==> src/rtl/lswc_pkg.sv <==
`timescale 1ns / 1ps
`default_nettype none
package lswc_pkg;

    localparam int NUM_EDGES = 4;

    localparam logic [1:0] REG_XMIN = 2'd0;
    localparam logic [1:0] REG_YMIN = 2'd1;
    localparam logic [1:0] REG_XMAX = 2'd2;
    localparam logic [1:0] REG_YMAX = 2'd3;

    // per edge status, carried down the divider chain
    typedef struct packed {
        logic pz;
        logic pneg;
        logic qneg;
        logic qz;
        logic sat;
    } lswc_edge_t;

    localparam int EDGE_W = $bits(lswc_edge_t);

endpackage
`default_nettype wire

==> src/rtl/lswc_div_cell.sv <==
`timescale 1ns / 1ps
`default_nettype none
module lswc_div_cell
    import lswc_pkg::*;
#(
    parameter int CW = 32,
    parameter int FW = 24,
    parameter int SW = 8
)
(
    input  wire logic          clk,
    input  wire logic          rst_n,
    input  wire logic          en,
    input  wire logic          v_in,
    input  wire logic [CW:0]   rem_in [NUM_EDGES],
    input  wire logic [CW-1:0] ap_in  [NUM_EDGES],
    input  wire logic [FW:0]   quo_in [NUM_EDGES],
    input  wire logic [SW-1:0] side_in,
    output logic               v_out,
    output logic [CW:0]        rem_out [NUM_EDGES],
    output logic [CW-1:0]      ap_out  [NUM_EDGES],
    output logic [FW:0]        quo_out [NUM_EDGES],
    output logic [SW-1:0]      side_out
);

    logic          v_reg;
    logic [CW:0]   rem_next [NUM_EDGES], rem_reg [NUM_EDGES];
    logic [FW:0]   quo_next [NUM_EDGES], quo_reg [NUM_EDGES];
    logic [CW-1:0] ap_reg [NUM_EDGES];
    logic [SW-1:0] side_reg;

    // one restoring step per edge
    always_comb
    begin
        logic          ge;
        logic [CW:0]   r2;
        for (int e = 0; e < NUM_EDGES; e++)
        begin
            ge          = rem_in[e] >= {1'b0, ap_in[e]};
            r2          = ge ? rem_in[e] - {1'b0, ap_in[e]} : rem_in[e];
            rem_next[e] = {r2[CW-1:0], 1'b0};
            quo_next[e] = {quo_in[e][FW-1:0], ge};
        end
    end

    always_ff @(posedge clk or negedge rst_n)
    begin
        if (!rst_n)
        begin
            v_reg <= 1'b0;
        end
        else if (en)
        begin
            v_reg <= v_in;
        end
    end

    always_ff @(posedge clk)
    begin
        if (en)
        begin
            rem_reg  <= rem_next;
            quo_reg  <= quo_next;
            ap_reg   <= ap_in;
            side_reg <= side_in;
        end
    end

    assign v_out    = v_reg;
    assign rem_out  = rem_reg;
    assign ap_out   = ap_reg;
    assign quo_out  = quo_reg;
    assign side_out = side_reg;

endmodule
`default_nettype wire

==> config.mk <==
export PLATFORM = sky130hd
export DESIGN_NAME = lswc_div_cell
export DESIGN_NICKNAME = d
export VERILOG_FILES = /design/src/rtl/lswc_pkg.sv /design/src/rtl/lswc_div_cell.sv
export SDC_FILE = /design/constraint.sdc
export NUM_CORES = 1
export LEC_CHECK = 0
export ABC_AREA = 1
export CAP_MARGIN = 20
export CORE_MARGIN = 4
export CORE_UTILIZATION = 30
export CTS_CLUSTER_SIZE = 30
export DETAILED_ROUTE_END_ITERATION = 10
export DONT_BUFFER_PORTS = 1
export GPL_ROUTABILITY_DRIVEN = 0
export PLACE_DENSITY = 0.41
export SLEW_MARGIN = 20
export SYNTH_ARGS = -nofsm -noshare
export SYNTH_HDL_FRONTEND = slang
export SYNTH_SLANG_ARGS = --single-unit
==> constraint.sdc <==
create_clock -name clk -period 1.5 [get_ports clk]
set_input_delay 0.225 -clock clk [delete_from_list [all_inputs] [get_ports clk]]
set_output_delay 0.225 -clock clk [all_outputs]
set_load 0.01 [all_outputs]
==> impl_metrics.yaml, run 1 <==
run_status:
  status: "complete, but fails checks"
  violations: "hold timing, slew limit, setup timing"
synthesis:
  yosysSeqAreaShare_pct: 46.1
  synth.top_cell.area_share_pct: 46.0
  synth_area_um2: 23800
  ys_ff_latch: 365
  synth_cell_types: 33
  synth_ff_type: "edfxtp_1"
  ys.warnings.count: 0
  synth_common_cells: "1089 x nand2_1, 601 x inv_1, 364 x edfxtp_1"
  yosysTopAreaCell: "edfxtp_1"
  async_reset_ff_share_pct: 0.274
  synth.most_common_cell: "nand2_1"
  synthTopCellsByArea: "edfxtp_1 46%, nand2_1 17%, inv_1 9.5%"
  syn_inst: 2982
  synth_edf_count: 364
  syn_area_per_cell_um2: 7.97
final_layout:
  area_growth_pct: 50.6
  drive_gt1_share_pct: 24.7
  final_nets: 4327
job:
  drv_cap: 0
setup_path:
  rr_startpoint: "v_out"
  arrival_ns: 1.34
  critPathLaunch: "en"
  worstReg2RegEnd: "v_out"
  r2r_slack_ns: 0.11
  end_kind: "register"
  cp-start-kind: "input pin"
  criticalPathCategory: "input pin to register"
  crit_end: "rem_out[73]"
  crit_required_ns: 1.11
  cp_num_cells: 0
  path_max_fanout: 365
  reg2regPathDepth: 2
cts:
  cts-buffers-inserted: 44
  clock_path_buffers: 3
  cts-root-buf: "clkbuf_16"
  cts_tree: "done"
  hold_buffers: 359
  h-tree-depth: 2
  clock_latency_ns: 0.57
  clk_pin_slew_worst_paths_ns: 0.06
  cts_sinks: 365
power:
  internal_power_mw: 22.9
  p_total_mw: 33.0
  p_per_area_nw_per_um2: 922
  vdd_drop_max_v: 0.000774
  p_sw_share_pct: 30.6
  seq_power_share_pct: 42.0
  combPwrFrac_pct: 26.4
  leakagePower_nw: 16.9
  p_switching_mw: 10.1
  clock_power_share_pct: 31.6
timing:
  rsz0062_at_grt: "yes"
  final_hold_viol_count: 16
  skew_ns: 0
  fmax_mhz: 580
  drv_slew: 220
  period_minus_slack_ns: 1.73
  fin_ws_ns: -0.225
  whs_ns: -0.216
  worst_pin_slew_ns: 2.36
  setup_viol: 121
  slew_headroom_pct: -57.5
  fin_crit_sh_pct: 115
detailed_routing:
  drtPass1Iterations: 5
  post_drt_wl_per_cell_um: 19.7
  drt-total-wl_um: 96300
  detail-route-antenna-nets: 0
  vias_per_cell: 4.50
  via_count: 22060
  wl_met1_um: 39200
  wl_met2_um: 46900
  routed-wl-met3_um: 7240
  drc_errors: 0
  topRoutingLayerUsed: "met5"
  drtIter0Drc: 1360
floorplanning:
  io_pins: 741
  start_util_pct: 30.5
  core_area_um2: 78000
  rows: 102
  fp.dieH_um: 289
  dieArea_um2: 83800
  die_x_um: 289
grt:
  grtUsageTotal_pct: 21.4
  grt_pass1_wl_um: 136000
  antenna_found_initial: 8
  grt.overflow.total: 0
  grt_max_degree: 366
  first_global_vias: 22493
place:
  place_hpwl_um: 73000
  io_buffers: 0
worst_hold_path:
  min_path_type: "input pin to register"
[state kept, by name, indices dropped and copies added (netlist names)]
name      cells
v_out         1
quo_out     100
rem_out     128
side_out      8
ap_out      128
[cells in the final DEF (no fill, tap or decap), drive strengths merged, types with 3 or more instances in the layout]
cell,count
nand3b,39
and2,25
nor2,175
nand4,9
nand3,267
nand2,1126
ha,128
edfxtp,364
o21ai,8
clkbuf,58
clkinv,17
a21o,6
clkinvlp,4
conb,4
bufinv,3
o21bai,3
a21oi,79
xor2,55
nor3,40
fa,4
dlygate4sd3,359
xnor2,4
diode,3
inv,613
buf,463
[power by group through the flow]
stage          combinational [mW]  clock [mW]  sequential (mW)
3_5_place_dp                 7.38           0             14.1
2_1_floorplan                4.44           0             13.6
6_report                     8.70        10.4             13.9
4_1_cts                      8.27        10.8             13.9
5_1_grt                      9.61        11.2             13.9
3_3_place_gp                 7.36           0             14.1
[kinds of logic (layout without fill, tap and decap cells)]
logic type	Yosys count	after routing	synth area share [%]
flops	365	365	46.1
xor+xnor	59	59	2.17
mux	1	1	0.0474
other cells	1	7	0.0158
fa+ha+maj	132	132	7.08
simple gates	1673	1681	31.4
compound gates	96	96	2.12
buf+inv	655	1517	11.1
[metal layers]
layer	GRT usage (%)	up-vias
li1	-	11057
met1	25.5	10157
met2	37.8	723
met3	5.70	119
met4	6.55	4
met5	0	-
[area by class of cell]
class                      instances  area [um2]
antenna                            3        7.51
inverter                         611        2350
tap                             1040        1300
clock buffer                      52        1150
multi-input combinational       1973       12300
clock inverter                    26         229
sequential                       365       11000
timing repair buffer             828        7450
fill                            7654       42200
[through the flow]
stage	TNS, ns	cell area (um2)	utilization, %	instances	setup WS (ns)
floorplan	-29.04	25200	-	2985	-0.239
detailed placement	-73.10	29700	38.0	4427	-0.644
global route	-0.558	35800	45.9	4895	-0.0735
finish	-19.28	35800	45.9	4898	-0.225
global placement	-73.74	29700	38.0	4427	-0.663
CTS	-0.0802	34700	44.4	4864	-0.0664
[how the worst min path moves through the flow]
stage / start / to / slack, ns / depth (start not counted)
2_1_floorplan: rst_n / v_out / -0.07 / 0
3_3_place_gp: rst_n / v_out / -0.07 / 0
3_5_place_dp: rst_n / v_out / -0.07 / 0
4_1_cts: en / ap_out[35] / -0.25 / 0
5_1_grt: en / ap_out[32] / -0.26 / 0
6_report: en / ap_out[32] / -0.22 / 0
[what timing repair did]
action | 4_1_cts | 5_1_grt
hold endpoints to repair | 679 | 198
gates resized for setup | 4 | 171
setup endpoints to repair | 7 | 131
cloned | 0 | 14
pin swaps | 1 | 37
buffers inserted | 0 | 17
Note: power is estimated with default switching activity, not from simulation.
==> inputs of run 2 (changes only) <==
--- a/config.mk
+++ b/config.mk
@@ -7,7 +7,7 @@
 export LEC_CHECK = 0
 export ABC_AREA = 1
 export CAP_MARGIN = 20
-export CORE_MARGIN = 4
+export CORE_ASPECT_RATIO = 0.7
 export CORE_UTILIZATION = 30
 export CTS_CLUSTER_SIZE = 30
 export DETAILED_ROUTE_END_ITERATION = 10
@@ -18,3 +18,4 @@
 export SYNTH_ARGS = -nofsm -noshare
 export SYNTH_HDL_FRONTEND = slang
 export SYNTH_SLANG_ARGS = --single-unit
+export TNS_END_PERCENT = 1
==> run 2 against run 1 <==
Effect of this change:
- critical path depth rose by 13
- clock-buffer cell count down 6
- clock skew unchanged
- largest cell class unchanged
- critical path type unchanged
- the flow finishes with violations (hold timing, setup timing)
- sequential share of layout area increased by 0.61 points
- first-iteration DRC count is 5.4% lower
- clock power fell by 11%
==> impl_metrics.yaml, run 2 (synthesis gave the netlist of run 1 again) <==
cts:
  cts_sinks: 365
  clock_path_buffers: 3
  hold_buffers: 363
  h-tree-depth: 2
  cts_tree: "done"
  clock_latency_ns: 0.57
  clk_pin_slew_worst_paths_ns: 0.07
  cts-buffers-inserted: 38
  cts-root-buf: "clkbuf_16"
timing:
  fin_crit_sh_pct: 102
  fmax_mhz: 653
  slew_headroom_pct: 33.2
  worst_pin_slew_ns: 1.00
  skew_ns: 0
  whs_ns: -0.210
  setup_viol: 11
  final_hold_viol_count: 78
  finalSetupTns_ns: -0.0913
  period_minus_slack_ns: 1.53
  fin_ws_ns: -0.0314
  rsz0062_at_grt: "yes"
  drv_slew: 0
floorplanning:
  dieArea_um2: 80300
  core_area_um2: 77600
  die_x_um: 338
  start_util_pct: 30.6
  io_pins: 741
  rows: 85
  fp.dieH_um: 237
final_layout:
  area_growth_pct: 47.6
  drive_gt1_share_pct: 23.7
  multiInputGateArea_um2: 11900
  final_cell_mix: "1006 x nand2_1, 584 x inv_1, 449 x buf_4, 364 x edfxtp_1, 363 x dlygate4sd3_1"
  regArea_um2: 11000
  mostFrequentLayoutCell: "nand2_1"
  stdcell_area_um2: 35100
  fillers: 7654
  final_nets: 4326
place:
  dpl-instance-area_um2: 29300
  place_hpwl_um: 70100
  io_buffers: 0
detailed_routing:
  post_drt_wl_per_cell_um: 18.7
  detail-route-antenna-nets: 0
  via_count: 22083
  vias_per_cell: 4.51
  drtIter0Drc: 1286
  drt-total-wl_um: 91600
  drtPass1Iterations: 5
  drc_errors: 0
setup_path:
  worst_path_max_delay_cell: "ha_1"
  cp_top_family: "simple AND/OR/NAND/NOR gates"
  arrival_ns: 1.86
  crit_required_ns: 1.83
  criticalPathCategory: "input pin to register"
  rr_startpoint: "v_out"
  reg2regPathDepth: 2
  crit_buf_inv: 4
  end_kind: "register"
  critical-path-max-stage-delay_ns: 0.34
  cp-start-kind: "input pin"
  worstReg2RegEnd: "v_out"
  crit_chain: "inv_1, ha_1, nand2_1, nor2_1, nand2_1, inv_1, nand2_1, nand2_1, nor2_4, buf_4, clkbuf_16, nand3_1, nand2_1"
  worst_path_most_repeated_cell: "nand2_1"
  r2r_slack_ns: 0.09
  path_max_fanout: 14
grt:
  antenna_found_initial: 10
  first_global_vias: 21907
  grt_use_met3_pct: 5.13
  grt.overflow.total: 0
  grtUsageTotal_pct: 22.0
  grt.busiest_layer: "met2"
  grt_util_met2_pct: 34.6
  grt_pass1_wl_um: 134000
  grt_max_degree: 366
  use_met1_pct: 29.7
power:
  seq_power_share_pct: 43.6
  internal_power_mw: 21.8
  vdd_drop_max_v: 0.000695
  p_sw_share_pct: 31.1
  p_per_area_nw_per_um2: 901
  combPwrFrac_pct: 27.2
  p_switching_mw: 9.85
  clock_power_share_pct: 29.1
  leakagePower_nw: 16.8
worst_hold_path:
  min_path_type: "input pin to register"
  hold_path_startpoint: "en"
  holdPathEnd: "ap_out[33]"
  min_path_cells: 0
run_status:
  status: "complete, but fails checks"
  violations: "hold timing, setup timing"
job:
  drv_cap: 0
-- run 2: cell count changes in the layout (fill, tap and decap cells not counted), sizes merged, moves of 2 or more --
cell         before   now
buf             463   471
clkbuf           58    50
nand2          1126  1121
dlygate4sd3     359   363
inv             613   610
bufinv            3     1
clkinvlp          4     6
diode             3     1
-- run 2: worst max path at each step --
stage	from	end	slack [ns]	depth (start not counted)
after detailed placement	ap_in[41]	rem_out[63]	-0.65	13
after CTS	ap_in[69]	rem_out[92]	-0.006	13
after floorplan	ap_in[95]	rem_out[98]	-0.24	10
after global routing	ap_in[50]	rem_out[54]	-0.06	15
final	ap_in[25]	rem_out[15]	-0.03	13
after global placement	ap_in[107]	rem_out[103]	-0.66	12
-- run 2: final cells by class --
| type | instances | area share [%] |
|---|---|---|
| diodes | 1 | 0.00713 |
| well taps | 1044 | 3.72 |
| clock inverters | 22 | 0.449 |
| inverters | 611 | 6.60 |
| flip-flops and latches | 365 | 31.2 |
| repair buffers | 838 | 21.3 |
| multi-input cells | 1968 | 33.8 |
| clock buffers | 46 | 2.86 |
-- run 2: what timing repair did --
item                                   CTS  global route
setup endpoints to repair                4           127
cloned                                   0             7
endpoints found under the hold margin  725           222
gates resized for setup                  4           169
pin swaps                                0            29
buffers inserted                         0            11
-- run 2: worst reg2reg max path, stage by stage, from the launching register on --
cell	delay [ns]
dfrtp_1	0.43
mux2_2	0.28
dlygate4sd3_1	0.57
-- run 2: through the flow --
stage	power (mW)	worst slack [ns]	instances	hold WS, ns	util, %
global route	33.2	-0.0557	4894	-0.263	45.2
global placement	21.4	-0.660	4445	-0.0706	37.7
detailed placement	21.3	-0.646	4445	-0.0706	37.7
finish	31.6	-0.0314	4895	-0.210	45.2
floorplan	17.9	-0.239	2985	-0.0706	-
CTS	31.5	-0.00648	4876	-0.254	43.9
-- run 2: power groups by stage --
stage | registers, mW | logic (mW) | clock network (mW)
after floorplan | 13.6 | 4.30 | 0
after global placement | 14.1 | 7.30 | 0
after detailed placement | 14.0 | 7.30 | 0
after CTS | 13.8 | 8.18 | 9.51
after global routing | 13.9 | 9.50 | 9.81
final | 13.8 | 8.61 | 9.21
-- run 2: routing by layer --
layer / share of wire, % / vias up
li1: - / 11034
met4: 3.0 / 2
met3: 6.9 / 118
met1: 46 / 10196
met5: 0.014 / -
met2: 44 / 733
