**src/rtl/lswc_pkg.sv**
```systemverilog
`timescale 1ns / 1ps
`default_nettype none
package lswc_pkg;

    localparam int NUM_EDGES = 4;

    localparam logic [1:0] REG_XMIN = 2'd0;
    localparam logic [1:0] REG_YMIN = 2'd1;
    localparam logic [1:0] REG_XMAX = 2'd2;
    localparam logic [1:0] REG_YMAX = 2'd3;

    // per edge status, carried down the divider chain
    typedef struct packed {
        logic pz;
        logic pneg;
        logic qneg;
        logic qz;
        logic sat;
    } lswc_edge_t;

    localparam int EDGE_W = $bits(lswc_edge_t);

endpackage
`default_nettype wire

```
**src/rtl/lswc_prep.sv**
```systemverilog
`timescale 1ns / 1ps
`default_nettype none
module lswc_prep
    import lswc_pkg::*;
#(
    parameter int CW = 32
)
(
    input  wire logic                 clk,
    input  wire logic                 rst_n,
    input  wire logic                 en,
    input  wire logic                 v_in,
    input  wire logic signed [CW-1:0] sx,
    input  wire logic signed [CW-1:0] sy,
    input  wire logic signed [CW-1:0] ex,
    input  wire logic signed [CW-1:0] ey,
    input  wire logic signed [CW-1:0] xmin,
    input  wire logic signed [CW-1:0] ymin,
    input  wire logic signed [CW-1:0] xmax,
    input  wire logic signed [CW-1:0] ymax,
    output logic                      v_out,
    output logic [CW-1:0]             aq [NUM_EDGES],
    output logic [CW-1:0]             ap [NUM_EDGES],
    output lswc_edge_t                flags [NUM_EDGES],
    output logic signed [CW-1:0]      x1,
    output logic signed [CW-1:0]      y1,
    output logic signed [CW:0]        dx,
    output logic signed [CW:0]        dy
);

    logic                 v1_reg;
    logic signed [CW:0]   dx_reg, dy_reg;
    logic signed [CW:0]   q_reg [NUM_EDGES];
    logic signed [CW-1:0] x1_reg, y1_reg;

    logic                 v2_reg;
    logic [CW-1:0]        aq_next [NUM_EDGES], aq_reg [NUM_EDGES];
    logic [CW-1:0]        ap_next [NUM_EDGES], ap_reg [NUM_EDGES];
    lswc_edge_t           fl_next [NUM_EDGES], fl_reg [NUM_EDGES];
    logic signed [CW-1:0] x1b_reg, y1b_reg;
    logic signed [CW:0]   dxb_reg, dyb_reg;

    // differences
    always_ff @(posedge clk or negedge rst_n)
    begin
        if (!rst_n)
        begin
            v1_reg <= 1'b0;
            v2_reg <= 1'b0;
        end
        else if (en)
        begin
            v1_reg <= v_in;
            v2_reg <= v1_reg;
        end
    end

    always_ff @(posedge clk)
    begin
        if (en)
        begin
            dx_reg   <= {ex[CW-1], ex} - {sx[CW-1], sx};
            dy_reg   <= {ey[CW-1], ey} - {sy[CW-1], sy};
            q_reg[0] <= {sx[CW-1], sx} - {xmin[CW-1], xmin};
            q_reg[1] <= {xmax[CW-1], xmax} - {sx[CW-1], sx};
            q_reg[2] <= {sy[CW-1], sy} - {ymin[CW-1], ymin};
            q_reg[3] <= {ymax[CW-1], ymax} - {sy[CW-1], sy};
            x1_reg   <= sx;
            y1_reg   <= sy;
        end
    end

    // magnitudes and edge status
    always_comb
    begin
        logic signed [CW:0] d;
        logic signed [CW:0] ad;
        logic signed [CW:0] aqw;
        for (int e = 0; e < NUM_EDGES; e++)
        begin
            d   = (e < 2) ? dx_reg : dy_reg;
            ad  = d[CW] ? -d : d;
            aqw = q_reg[e][CW] ? -q_reg[e] : q_reg[e];
            ap_next[e] = ad[CW-1:0];
            aq_next[e] = aqw[CW-1:0];
            fl_next[e].pz   = (d == '0);
            fl_next[e].pneg = (e == 0 || e == 2) ? (!d[CW] && d != '0) : d[CW];
            fl_next[e].qneg = q_reg[e][CW];
            fl_next[e].qz   = (q_reg[e] == '0);
            fl_next[e].sat  = {1'b0, aqw[CW-1:0]} >= {ad[CW-1:0], 1'b0};
        end
    end

    always_ff @(posedge clk)
    begin
        if (en)
        begin
            aq_reg  <= aq_next;
            ap_reg  <= ap_next;
            fl_reg  <= fl_next;
            x1b_reg <= x1_reg;
            y1b_reg <= y1_reg;
            dxb_reg <= dx_reg;
            dyb_reg <= dy_reg;
        end
    end

    assign v_out = v2_reg;
    assign aq    = aq_reg;
    assign ap    = ap_reg;
    assign flags = fl_reg;
    assign x1    = x1b_reg;
    assign y1    = y1b_reg;
    assign dx    = dxb_reg;
    assign dy    = dyb_reg;

endmodule
`default_nettype wire

```
**config.mk**
```make
export PLATFORM = sky130hd
export DESIGN_NAME = lswc_prep
export DESIGN_NICKNAME = d
export VERILOG_FILES = /design/src/rtl/lswc_pkg.sv /design/src/rtl/lswc_prep.sv
export SDC_FILE = /design/constraint.sdc
export NUM_CORES = 1
export LEC_CHECK = 0
export BUFFER_PORTS_ARGS = -buffer_cell sky130_fd_sc_hd__buf_2
export CAP_MARGIN = 20
export CORE_ASPECT_RATIO = 1.2
export CORE_MARGIN = 5
export CORE_UTILIZATION = 51
export DETAILED_ROUTE_END_ITERATION = 10
export GPL_TIMING_DRIVEN = 0
export HOLD_SLACK_MARGIN = 0.05
export PLACE_DENSITY_LB_ADDON = 0.15
export SLEW_MARGIN = 30
export SYNTH_ARGS = -nofsm -noshare
export SYNTH_HDL_FRONTEND = slang
export SYNTH_SLANG_ARGS = --single-unit
export TNS_END_PERCENT = 1
```
**constraint.sdc**
```tcl
create_clock -name clk -period 13.5 [get_ports clk]
set_clock_uncertainty 0.1 [all_clocks]
set_input_delay 2.7 -clock clk [delete_from_list [all_inputs] [get_ports clk]]
set_output_delay 2.7 -clock clk [all_outputs]
set_load 0.05 [all_outputs]
```
==> results of run 1 <==
routing by layer:
metal / routed length (µm) / share of wire, %
met1: 36600 / 36
met2: 52800 / 52
met3: 7030 / 7.0
met4: 4390 / 4.4
met5: 80 / 0.079
final cells by class:
type,instances,area (µm²),area share (%)
Sequential cell,600,18000,43.3
Buffer,97,627,1.51
Clock buffer,80,1760,4.23
Tap cell,901,1130,2.71
Clock inverter,33,345,0.831
Timing Repair Buffer,674,3560,8.57
Multi-Input combinational cell,2014,15200,36.5
Antenna cell,10,25.0,0.0602
Inverter,257,965,2.32
cell families after synthesis:
kind of cell | count (synthesis)
XOR/XNOR | 346
buffers and inverters | 354
flip-flops | 600
AND/OR/NAND/NOR | 620
multiplexers | 3
AO/OA/AOI/OAI | 718
adder cells (fa/ha/maj) | 327
power by group:
part	switching, mW	internal [mW]
clock	0.743	1.04
combinational	1.49	0.726
sequential	0.183	2.41
worst max-delay path, cell delays in order:
cell and delay (ns):
buf_2 0.11, inv_1 0.07, ha_1 0.36, nor2b_1 0.17, o31a_1 0.28, o221a_2 0.30, o311ai_0 0.79, o211ai_1 0.31
nand3_1 0.15, a41oi_1 0.27, a211o_1 0.43, o311ai_0 0.34
synth_stat cells, types with 8 or more instances:
library cell  count
nand4_1          39
nor2b_1          33
a21boi_0          8
o41ai_1          29
edfxtp_1        598
xor2_1           77
o31a_1           14
nor2_1          126
a31oi_1          17
and3_1           16
nor3_1           41
inv_1           257
nor4_1           21
a21o_1          107
clkbuf_1         27
or4_1            24
a31o_2            8
nand2_1         132
o31ai_1          45
and2_1           14
a211o_1          14
xnor2_1         269
or3_1            34
o21ai_0         158
or2_2            17
buf_4            70
ha_1            316
nand3_1          44
a211oi_1          9
nand2b_1         44
o21bai_1         17
o21a_1           48
a21oi_1         179
through the flow:
step                      setup WS [ns]  power, mW  instances
after detailed placement           6.92       4.85       4543
after global placement          -0.0145       4.85       4535
after global routing               7.25       6.92       4661
after CTS                          7.54       6.63       4656
after floorplan                    7.78       4.19       2968
final                              7.51       6.60       4666
worst max-delay path by stage:
stage,from,endpoint,depth (start not counted)
floorplan,sy[1],dy_reg[31]$_DFFE_PP_,12
detailed placement,sy[2],dy_reg[30]$_DFFE_PP_,12
finish,sy[2],dy_reg[30]$_DFFE_PP_,12
global placement,en,v1_reg$_DFFE_PN0P_,2
global route,sy[1],dy_reg[31]$_DFFE_PP_,13
CTS,sy[2],dy_reg[30]$_DFFE_PP_,12
==> out/metrics.csv, run 1 <==
stage,metric,value,unit
status,run status,completed,
clock_tree,setup bufs post-CTS,0,
clock_tree,CTS tree,built,
global_routing,first-pass GRT wire length,147,mm
synth,Mean Syn Cell Area,11.7,µm²
detailed_routing,Iter 0 DRT Violations,1583,
global_routing,overall global routing resource usage,26.5,%
critical_path,launching point of the worst reg2reg path,q_reg[2][0]$_DFFE_PP_,
clock_tree,TritonCTS buffer count,66,
global_routing,number of global-route vias before repair,25451,
detailed_routing,routed vias/inst,5.48,
global_routing,"Remaining Overflow, GRT",0,
final_layout,"Net count, final",4292,
critical_path,Reg2Reg Depth,18,
detailed_routing,Post-Route WL,101,mm
synth,Area contributors post-synth,"edfxtp_1, ha_1, xnor2_1, inv_1, a21oi_1",
global_routing,largest net degree at the start of global routing,90,
clock_tree,Clock Latency Late Sink,0.60,ns
floorplanning,num ports,667,
critical_path,Critical Path Fanout Max,4,
final_layout,fin util,61.8,%
clock_tree,clk slew on worst S/H paths,0.06,ns
power,LEAKAGE,17.9,nW
sta,"Slew Viols, Final",0,
sta,final hold violations,0,
critical_path,R2R Path End,flags[5]$_DFFE_PP_,
synth,main combinational cell family by area after synthesis,compound AO/OA/AOI/OAI gates,
floorplanning,Initial Utilization,51.6,%
critical_path,worst reg-to-reg setup slack,8.27,ns
sta,Max-slew headroom,36.6,%
hold_path,Hold Startpoint,y1_reg[4]$_DFFE_PP_,
floorplanning,full die area,73500,µm²
hold_path,worst hold endpoint,y1[4]$_DFFE_PP_,
sta,RSZ-0062 raised after global routing,false,
final_layout,share of layout cells above drive strength 1,23.6,%
power,Peak VDD IR,0.107,mV
synth,Synth top area share,51.7,%
sta,hold_ws,0.312,ns
detailed_routing,Routed wire per std cell,21.6,µm
floorplanning,die height,296,µm
final_layout,max FFs per register,132,
synth,xor/xnor share of the synthesized area,8.72,%
clock_tree,Max H-tree Level,3,
final_layout,"most common cell after layout, fill and taps aside",buf_2,
clock_tree,root buf cell,clkbuf_16,
final_layout,design area,41600,µm²
global_routing,met1 usage,29.1,%
placed_design,Final HPWL DP,83.5,mm
placed_design,GP Congestion,0.881,
sta,TNS Setup,0,ns
flow_run,max cap viols,0,
critical_path,crit path DAT,6.28,ns
synth,Yosys warning count,0,
final_layout,most frequent cells in the layout,"buf_2, edfxtp_1, ha_1, xnor2_1, inv_1",
hold_path,Hold Crit Class,flop to flop,
synth,syn nets,3550,
detailed_routing,Residual DRC,0,
final_layout,fillers,5536,
sta,Slew @ Worst Pin,0.938,ns
sta,Setup Viol. Count Final,0,
synth,ys async rst share,0.333,%
synth,Post-Syn Instances,2968,
final_layout,Area Growth Syn to Fin,19.6,%
clock_tree,Clock Tree Buf Depth,3,
synth,post-synthesis adder-cell area fraction,11.9,%
synth,post-synthesis mux area share,0.0972,%
global_routing,GRT Max-Usage Layer,met2,
synth,Compound-Gate Fraction of Synth Area,13.6,%
hold_path,WHS Path Cells,0,
synth,synthesized cell area,34700,µm²
sta,crit share post-route,44.4,%
synth,"EDFF count, synth",598,
synth,Synth area leader,edfxtp_1,
critical_path,CP Launch Type,input port,
synth,Main synth FF type,edfxtp_1,
critical_path,WS Path Type,input port to flop,
clock_tree,CTS sink cnt,600,
synth,sequential cell area fraction in the yosys report,51.8,%
floorplanning,core region area,67300,µm²
synth,simple-gate portion of the synthesized area,9.33,%
clock_tree,cts hold-fix bufs,0,
power,PwrDens,159,nW/µm²
placed_design,I/O Buffers,666,
global_routing,GRT met3 Usage,5.53,%
sta,Max Fclk,0.167,GHz
detailed_routing,post-route antenna net violation count,0,
critical_path,CP endpoint kind,flop,
placed_design,instance area at placement,39400,µm²
floorplanning,number of cell rows,104,
global_routing,M2 GR Usage,49.4,%
detailed_routing,router iterations before antenna repair,6,
synth,"Distinct cells, synth",77,
sta,Tmin final,5.99,ns
clock_tree,post-CTS resize count,0,
floorplanning,die width,248,µm
global_routing,antenna violations before repair,18,
detailed_routing,via count,25587,
synth,Yosys reg bits,600,
critical_path,CP required,13.79,ns
(Power assumes the default switching activity.)
==> run 2, diff against run 1 <==
==> constraint.sdc (replaced) <==
create_clock -name clk -period 5.4 [get_ports clk]
set_clock_uncertainty 0.1 [all_clocks]
set_input_delay 1.08 -clock clk [delete_from_list [all_inputs] [get_ports clk]]
set_output_delay 1.08 -clock clk [all_outputs]
set_load 0.05 [all_outputs]
==> run 2 against run 1 <==
Compared with the run above:
- via count is 0.29% higher
- sequential share of layout area is essentially flat
- non-clock buffer count increased by 2
- hold slack worse by 0.16 ns
- final area hardly changed
- global-route usage barely moved
- critical path type is now flop to flop
- critical endpoint is now flags[10]$_DFFE_PP_
- largest power group unchanged
==> out/metrics.csv, run 2 (synthesis results as in run 1) <==
stage,metric,value,unit,change
status,run status,completed,,unchanged
global_routing,overall global routing resource usage,26.5,%,about the same
final_layout,"Net count, final",4294,,was 4292
detailed_routing,routed vias/inst,5.50,,was 5.48
detailed_routing,Residual DRC,0,,unchanged
detailed_routing,met1 WL,36.4,mm,was 36.6 mm
clock_tree,root buf cell,clkbuf_16,,unchanged
detailed_routing,Iter 0 DRT Violations,1592,,was 1583
global_routing,antenna violations before repair,18,,unchanged
sta,crit share post-route,96.4,%,
power,cell-internal power,10.5,mW,was 4.18 mW
clock_tree,TritonCTS buffer count,66,,unchanged
power,sequential power share,39.3,%,was 39.4%
sta,Max-slew headroom,33.8,%,was 36.6%
power,LEAKAGE,17.9,nW,about the same
sta,Tmin final,5.21,ns,
sta,RSZ-0062 raised after global routing,true,,was false
global_routing,"Remaining Overflow, GRT",0,,unchanged
clock_tree,Max H-tree Level,3,,unchanged
floorplanning,full die area,73500,µm²,unchanged
critical_path,CP endpoint kind,flop,,unchanged
sta,Max Fclk,0.192,GHz,
power,Sw Ratio,36.6,%,about the same
sta,Slew @ Worst Pin,0.981,ns,was 0.938 ns
sta,"Slew Viols, Final",0,,unchanged
placed_design,Final HPWL DP,83.5,mm,unchanged
floorplanning,core region area,67300,µm²,unchanged
power,PwrDens,397,nW/µm²,was 159 nW/µm²
final_layout,fin util,61.9,%,was 61.8%
global_routing,number of global-route vias before repair,25452,,was 25451
detailed_routing,Routed wire per std cell,21.6,µm,about the same
critical_path,crit path DAT,5.42,ns,was 6.28 ns
power,Clk pwr share,27.1,%,about the same
detailed_routing,router iterations before antenna repair,5,,was 6
floorplanning,number of cell rows,104,,unchanged
critical_path,CP Launch Type,flop,,was input port
detailed_routing,Post-Route WL,101,mm,about the same
hold_path,Hold Crit Class,input port to asynchronous set/reset pin,,was flop to flop
final_layout,share of layout cells above drive strength 1,23.8,%,was 23.6%
detailed_routing,via count,25662,,was 25587
placed_design,I/O Buffers,666,,unchanged
flow_run,max cap viols,0,,unchanged
final_layout,max FFs per register,132,,unchanged
sta,Setup Viol. Count Final,0,,unchanged
clock_tree,clk slew on worst S/H paths,0.06,ns,about the same
floorplanning,die width,248,µm,unchanged
clock_tree,CTS tree,built,,unchanged
power,total power,16.5,mW,was 6.60 mW
floorplanning,die height,296,µm,unchanged
power,Comb power frac,33.6,%,about the same
final_layout,"most common cell after layout, fill and taps aside",buf_2,,unchanged
clock_tree,CTS sink cnt,600,,unchanged
clock_tree,cts hold-fix bufs,0,,unchanged
global_routing,first-pass GRT wire length,147,mm,about the same
placed_design,GP Congestion,0.881,,unchanged
detailed_routing,routed wl met3,7.31,mm,was 7.03 mm
detailed_routing,post-route antenna net violation count,0,,unchanged
final_layout,most frequent cells in the layout,"buf_2, edfxtp_1, ha_1, xnor2_1, inv_1",,unchanged
critical_path,WS Path Type,flop to flop,,was input port to flop
critical_path,CP required,5.62,ns,was 13.79 ns
critical_path,Critical Path Fanout Max,6,,was 4
detailed_routing,metal2 WL,52.9,mm,was 52.8 mm
clock_tree,Clock Latency Late Sink,0.60,ns,about the same
final_layout,Area Growth Syn to Fin,19.8,%,was 19.6%
floorplanning,Initial Utilization,51.6,%,unchanged
global_routing,largest net degree at the start of global routing,90,,unchanged
power,Peak VDD IR,0.267,mV,was 0.107 mV
sta,hold_ws,0.156,ns,was 0.312 ns
clock_tree,Clock Tree Buf Depth,3,,unchanged
sta,final hold violations,0,,unchanged
detailed_routing,max layer used,met5,,unchanged
power,Psw,6.04,mW,was 2.41 mW
floorplanning,num ports,667,,unchanged
==> run 2: cell count changes in the layout (fill, tap and decap cells not counted), sizes merged <==
cell / change
diode: -1
buf: +2
==> run 2: worst paths after layout <==
path	start	endpoint	slack (ns)	depth (start not counted)
setup / recovery	dx_reg[0]$_DFFE_PP_	flags[10]$_DFFE_PP_	0.19	15
hold / removal	rst_n	v1_reg$_DFFE_PN0P_	0.16	1
setup reg to reg	dx_reg[0]$_DFFE_PP_	flags[10]$_DFFE_PP_	0.19	15
hold reg to reg	y1_reg[4]$_DFFE_PP_	y1[4]$_DFFE_PP_	0.31	0
max in group asynchronous	rst_n	v_out$_DFFE_PN0P_	4.95	1
min in group clk	y1_reg[4]$_DFFE_PP_	y1[4]$_DFFE_PP_	0.31	0
==> run 2: per-stage QoR <==
stage	setup slack, ns	TNS [ns]	instances	cell area (µm²)
after floorplan	0.737	0	2968	34700
after global placement	-6.49	-3546.54	4535	39200
after detailed placement	0.168	0	4543	39400
after CTS	0.139	0	4656	41500
after global routing	-0.0232	-0.0232	4663	41600
final	0.192	0	4667	41600
==> run 2: final cells by class <==
cell class                      instances  area [µm²]
Fill cell                            5532       25700
Inverter                              257         965
Buffer                                 97         627
Clock buffer                           80        1760
Tap cell                              901        1130
Sequential cell                       600       18000
Timing Repair Buffer                  676        3580
Antenna cell                            9        22.5
Clock inverter                         33         345
Multi-Input combinational cell       2014       15200
==> run 2: metal layers <==
layer	vias to the layer above	track usage, %
met5	-	0
met4	16	11.1
met3	189	5.53
met2	820	49.4
met1	12157	29.1
li1	12480	-
==> run 2: repair_timing <==
action                     CTS  global route
setup endpoints to repair    0             4
setup buffers                0             2
resized for setup            0             5
==> run 2: critical path, cell delays in order, from the launching register on <==
cell,delay [ns]
edfxtp_1,0.51
or4_4,0.59
or4_4,0.49
or3_1,0.40
or3_1,0.37
or4_4,0.46
or3_4,0.36
o21ai_0,0.22
xnor2_1,0.17
inv_1,0.09
ha_1,0.30
a21o_1,0.18
a21oi_1,0.14
o21ai_0,0.14
a211oi_1,0.28
a311oi_2,0.12
==> run 2: power by group through the flow <==
stage | clock network, mW | logic (mW) | registers, mW
after CTS | 4.53 | 5.56 | 6.49
after floorplan | 0 | 2.81 | 7.66
final | 4.47 | 5.54 | 6.49
after detailed placement | 0 | 5.53 | 6.58
after global placement | 0 | 5.46 | 6.66
after global routing | 4.72 | 6.02 | 6.56
==> run 3, diff against run 2 <==
--- a/config.mk
+++ b/config.mk
@@ -5,6 +5,7 @@
 export SDC_FILE = /design/constraint.sdc
 export NUM_CORES = 1
 export LEC_CHECK = 0
+export ABC_AREA = 1
 export BUFFER_PORTS_ARGS = -buffer_cell sky130_fd_sc_hd__buf_2
 export CAP_MARGIN = 20
 export CORE_ASPECT_RATIO = 1.2
==> run 3 against run 2 <==
Compared with the run above:
- synthesized cell count is 28% higher
- final area up 5.6%
- hold slack worse by 0.016 ns
- setup slack better by 0.40 ns
- non-clock buffer count fell by 11
- clock power up 2%
- combinational power is 20% higher
- sequential cell count did not move
- critical path type unchanged
- highest routed layer unchanged
==> out/metrics.csv, run 3 <==
stage,metric,value,unit,change
status,run status,completed,,unchanged
synth,Commonest cells post-synth,"nand2_1, edfxtp_1, inv_1",,"was edfxtp_1, ha_1, xnor2_1"
final_layout,most frequent cells in the layout,"buf_2, nand2_1, edfxtp_1, inv_1, nor2_1",,"was buf_2, edfxtp_1, ha_1, xnor2_1, inv_1"
sta,crit share post-route,89.1,%,was 96.4%
final_layout,share of layout cells above drive strength 1,20.8,%,was 23.8%
critical_path,CP Launch Type,flop,,unchanged
placed_design,I/O Buffers,666,,unchanged
final_layout,non-filler instance count after layout,5546,,was 4667
critical_path,crit path DAT,5.21,ns,was 5.42 ns
global_routing,overall global routing resource usage,30.7,%,was 26.5%
sta,"Slew Viols, Final",0,,unchanged
sta,RSZ-0062 raised after global routing,false,,was true
global_routing,largest net degree at the start of global routing,92,,was 90
clock_tree,Clock Latency Late Sink,0.63,ns,was 0.60 ns
floorplanning,full die area,78100,µm²,was 73500 µm²
synth,Main synth FF type,edfxtp_1,,unchanged
global_routing,"Remaining Overflow, GRT",0,,unchanged
hold_path,Hold Crit Class,input port to asynchronous set/reset pin,,unchanged
final_layout,design area,43900,µm²,was 41600 µm²
critical_path,CP endpoint kind,flop,,unchanged
clock_tree,Max H-tree Level,3,,unchanged
synth,ys async rst share,0.333,%,unchanged
clock_tree,setup bufs post-CTS,0,,unchanged
power,Peak VDD IR,0.280,mV,was 0.267 mV
floorplanning,number of cell rows,108,,was 104
clock_tree,CTS sink cnt,600,,unchanged
synth,most common cell in the netlist,nand2_1,,was edfxtp_1
synth,"EDFF count, synth",598,,unchanged
global_routing,number of global-route vias before repair,30623,,was 25452
clock_tree,Clock Tree Buf Depth,3,,unchanged
final_layout,fillers,6303,,was 5532
critical_path,WS Path Type,flop to flop,,unchanged
final_layout,fin util,60.9,%,was 61.9%
synth,"Distinct cells, synth",53,,was 77
placed_design,GP Congestion,1.01,,was 0.881
clock_tree,root buf cell,clkbuf_16,,unchanged
placed_design,instance area at placement,41700,µm²,was 39400 µm²
clock_tree,TritonCTS buffer count,67,,was 66
final_layout,"most common cell after layout, fill and taps aside",buf_2,,unchanged
synth,Post-Syn Instances,3808,,was 2968
detailed_routing,Iter 0 DRT Violations,1965,,was 1592
synth,Synth top area share,48.5,%,was 51.7%
sta,Max-slew headroom,43.9,%,was 33.8%
sta,final hold violations,0,,unchanged
power,LEAKAGE,19.9,nW,was 17.9 nW
synth,Mean Syn Cell Area,9.72,µm²,was 11.7 µm²
clock_tree,clk slew on worst S/H paths,0.06,ns,about the same
sta,Slew @ Worst Pin,0.841,ns,was 0.981 ns
detailed_routing,Post-Route WL,125,mm,was 101 mm
final_layout,Area Growth Syn to Fin,18.6,%,was 19.8%
synth,Synth area leader,edfxtp_1,,unchanged
detailed_routing,Residual DRC,0,,unchanged
detailed_routing,Routed wire per std cell,22.5,µm,was 21.6 µm
sta,Max Fclk,0.208,GHz,was 0.192 GHz
final_layout,max FFs per register,132,,unchanged
power,total power,17.8,mW,was 16.5 mW
placed_design,Inst Count DP,5416,,was 4543
synth,synthesized cell area,37000,µm²,was 34700 µm²
sta,Tmin final,4.81,ns,was 5.21 ns
detailed_routing,post-route antenna net violation count,0,,unchanged
synth,Area contributors post-synth,"edfxtp_1, ha_1, nand2_1, xor2_1, inv_1",,"was edfxtp_1, ha_1, xnor2_1, inv_1, a21oi_1"
clock_tree,CTS tree,built,,unchanged
floorplanning,Initial Utilization,51.3,%,was 51.6%
floorplanning,core region area,72200,µm²,was 67300 µm²
placed_design,Final HPWL DP,105,mm,was 83.5 mm
synth,Yosys reg bits,600,,unchanged
floorplanning,die width,256,µm,was 248 µm
floorplanning,die height,305,µm,was 296 µm
detailed_routing,routed vias/inst,5.43,,was 5.50
power,PwrDens,406,nW/µm²,was 397 nW/µm²
floorplanning,num ports,667,,unchanged
detailed_routing,via count,30131,,was 25662
critical_path,CP required,5.80,ns,was 5.62 ns
synth,syn nets,4390,,was 3550
critical_path,Critical Path Fanout Max,4,,was 6
detailed_routing,router iterations before antenna repair,6,,was 5
synth,Yosys warning count,0,,unchanged
global_routing,first-pass GRT wire length,180,mm,was 147 mm
final_layout,"Net count, final",5132,,was 4294
synth,sequential cell area fraction in the yosys report,48.6,%,was 51.8%
sta,Setup Viol. Count Final,0,,unchanged
global_routing,antenna violations before repair,10,,was 18
flow_run,max cap viols,0,,unchanged
sta,hold_ws,0.140,ns,was 0.156 ns
[run 3: stage by stage]
| step | setup WS, ns | setup TNS (ns) |
|---|---|---|
| after floorplan | 2.14 | 0 |
| after global placement | -6.51 | -3556.61 |
| after detailed placement | 0.417 | 0 |
| after CTS | 0.320 | 0 |
| after global routing | 0.248 | 0 |
| final | 0.588 | 0 |
[run 3: metal layers]
| layer | track usage [%] | vias to the layer above | share of wire [%] |
|---|---|---|---|
| li1 | - | 14465 | - |
| met2 | 59.1 | 1119 | 54 |
| met4 | 17.2 | 2 | 6.4 |
| met1 | 31.2 | 14227 | 34 |
| met5 | 0 | - | 0.0088 |
| met3 | 5.14 | 318 | 5.9 |
[run 3: kinds of logic (layout without fill, tap and decap cells)]
group	after synthesis	in the layout	synth area share, %
AOI/OAI and AO/OA	635	635	10.2
xor gates and xnor gates	349	349	8.30
adders and majority gates	322	322	11.0
buffers and inverters	626	1422	7.05
DFF	600	600	48.6
other	0	7	0
and+or+nand+nor	1276	1276	14.9
[run 3: critical path, stage by stage, from the launching register on]
cell      delay, ns
edfxtp_1       0.50
inv_1          0.13
ha_1           0.14
inv_1          0.04
nor3_1         0.20
nand2_1        0.16
nor2_2         0.20
nand3_1        0.22
nor3_2         0.18
nand3_1        0.16
inv_1          0.14
nand3_2        0.09
nor2_1         0.16
nor2_1         0.08
xor2_1         0.27
inv_1          0.13
ha_1           0.29
nand2_1        0.08
nor3_2         0.34
nand4_1        0.28
nor4_1         0.24
nand3_1        0.11
nor2_1         0.11
nand3b_1       0.13
nand2_1        0.09
nor2_1         0.04
nand2_1        0.06
[run 3: area by class of cell]
class                   instances  area, µm²  area share, %
repair buffers                673       3540           8.05
well taps                     935       1170           2.66
flip-flops and latches        600      18000           41.0
plain buffers                  89        597           1.36
clock buffers                  72       1720           3.91
inverters                     537       2020           4.59
clock inverters                51        459           1.05
multi-input cells            2582      16400           37.4
diodes                          7       17.5         0.0399
[run 3: worst paths after layout]
kind,from,end,slack [ns],depth (start not counted)
setup / recovery,dx_reg[0]$_DFFE_PP_,flags[10]$_DFFE_PP_,0.59,26
hold / removal,rst_n,v1_reg$_DFFE_PN0P_,0.14,1
setup reg to reg,dx_reg[0]$_DFFE_PP_,flags[10]$_DFFE_PP_,0.59,26
hold reg to reg,x1_reg[2]$_DFFE_PP_,x1[2]$_DFFE_PP_,0.31,0
max in group asynchronous,rst_n,v_out$_DFFE_PN0P_,4.96,1
min in group clk,x1_reg[2]$_DFFE_PP_,x1[2]$_DFFE_PP_,0.31,0
[run 3: repair_timing]
| item | CTS | global route |
|---|---|---|
| hold buffers | 0 | 0 |
| endpoints found under the setup margin | 0 | 1 |
| resized for setup | 0 | 1 |
[run 3: where the power goes]
group	total [mW]	switching, mW	internal [mW]
Sequential	6.57	0.481	6.09
Combinational	6.67	4.78	1.89
Clock	4.58	2.00	2.58
Total	17.8	7.27	10.6
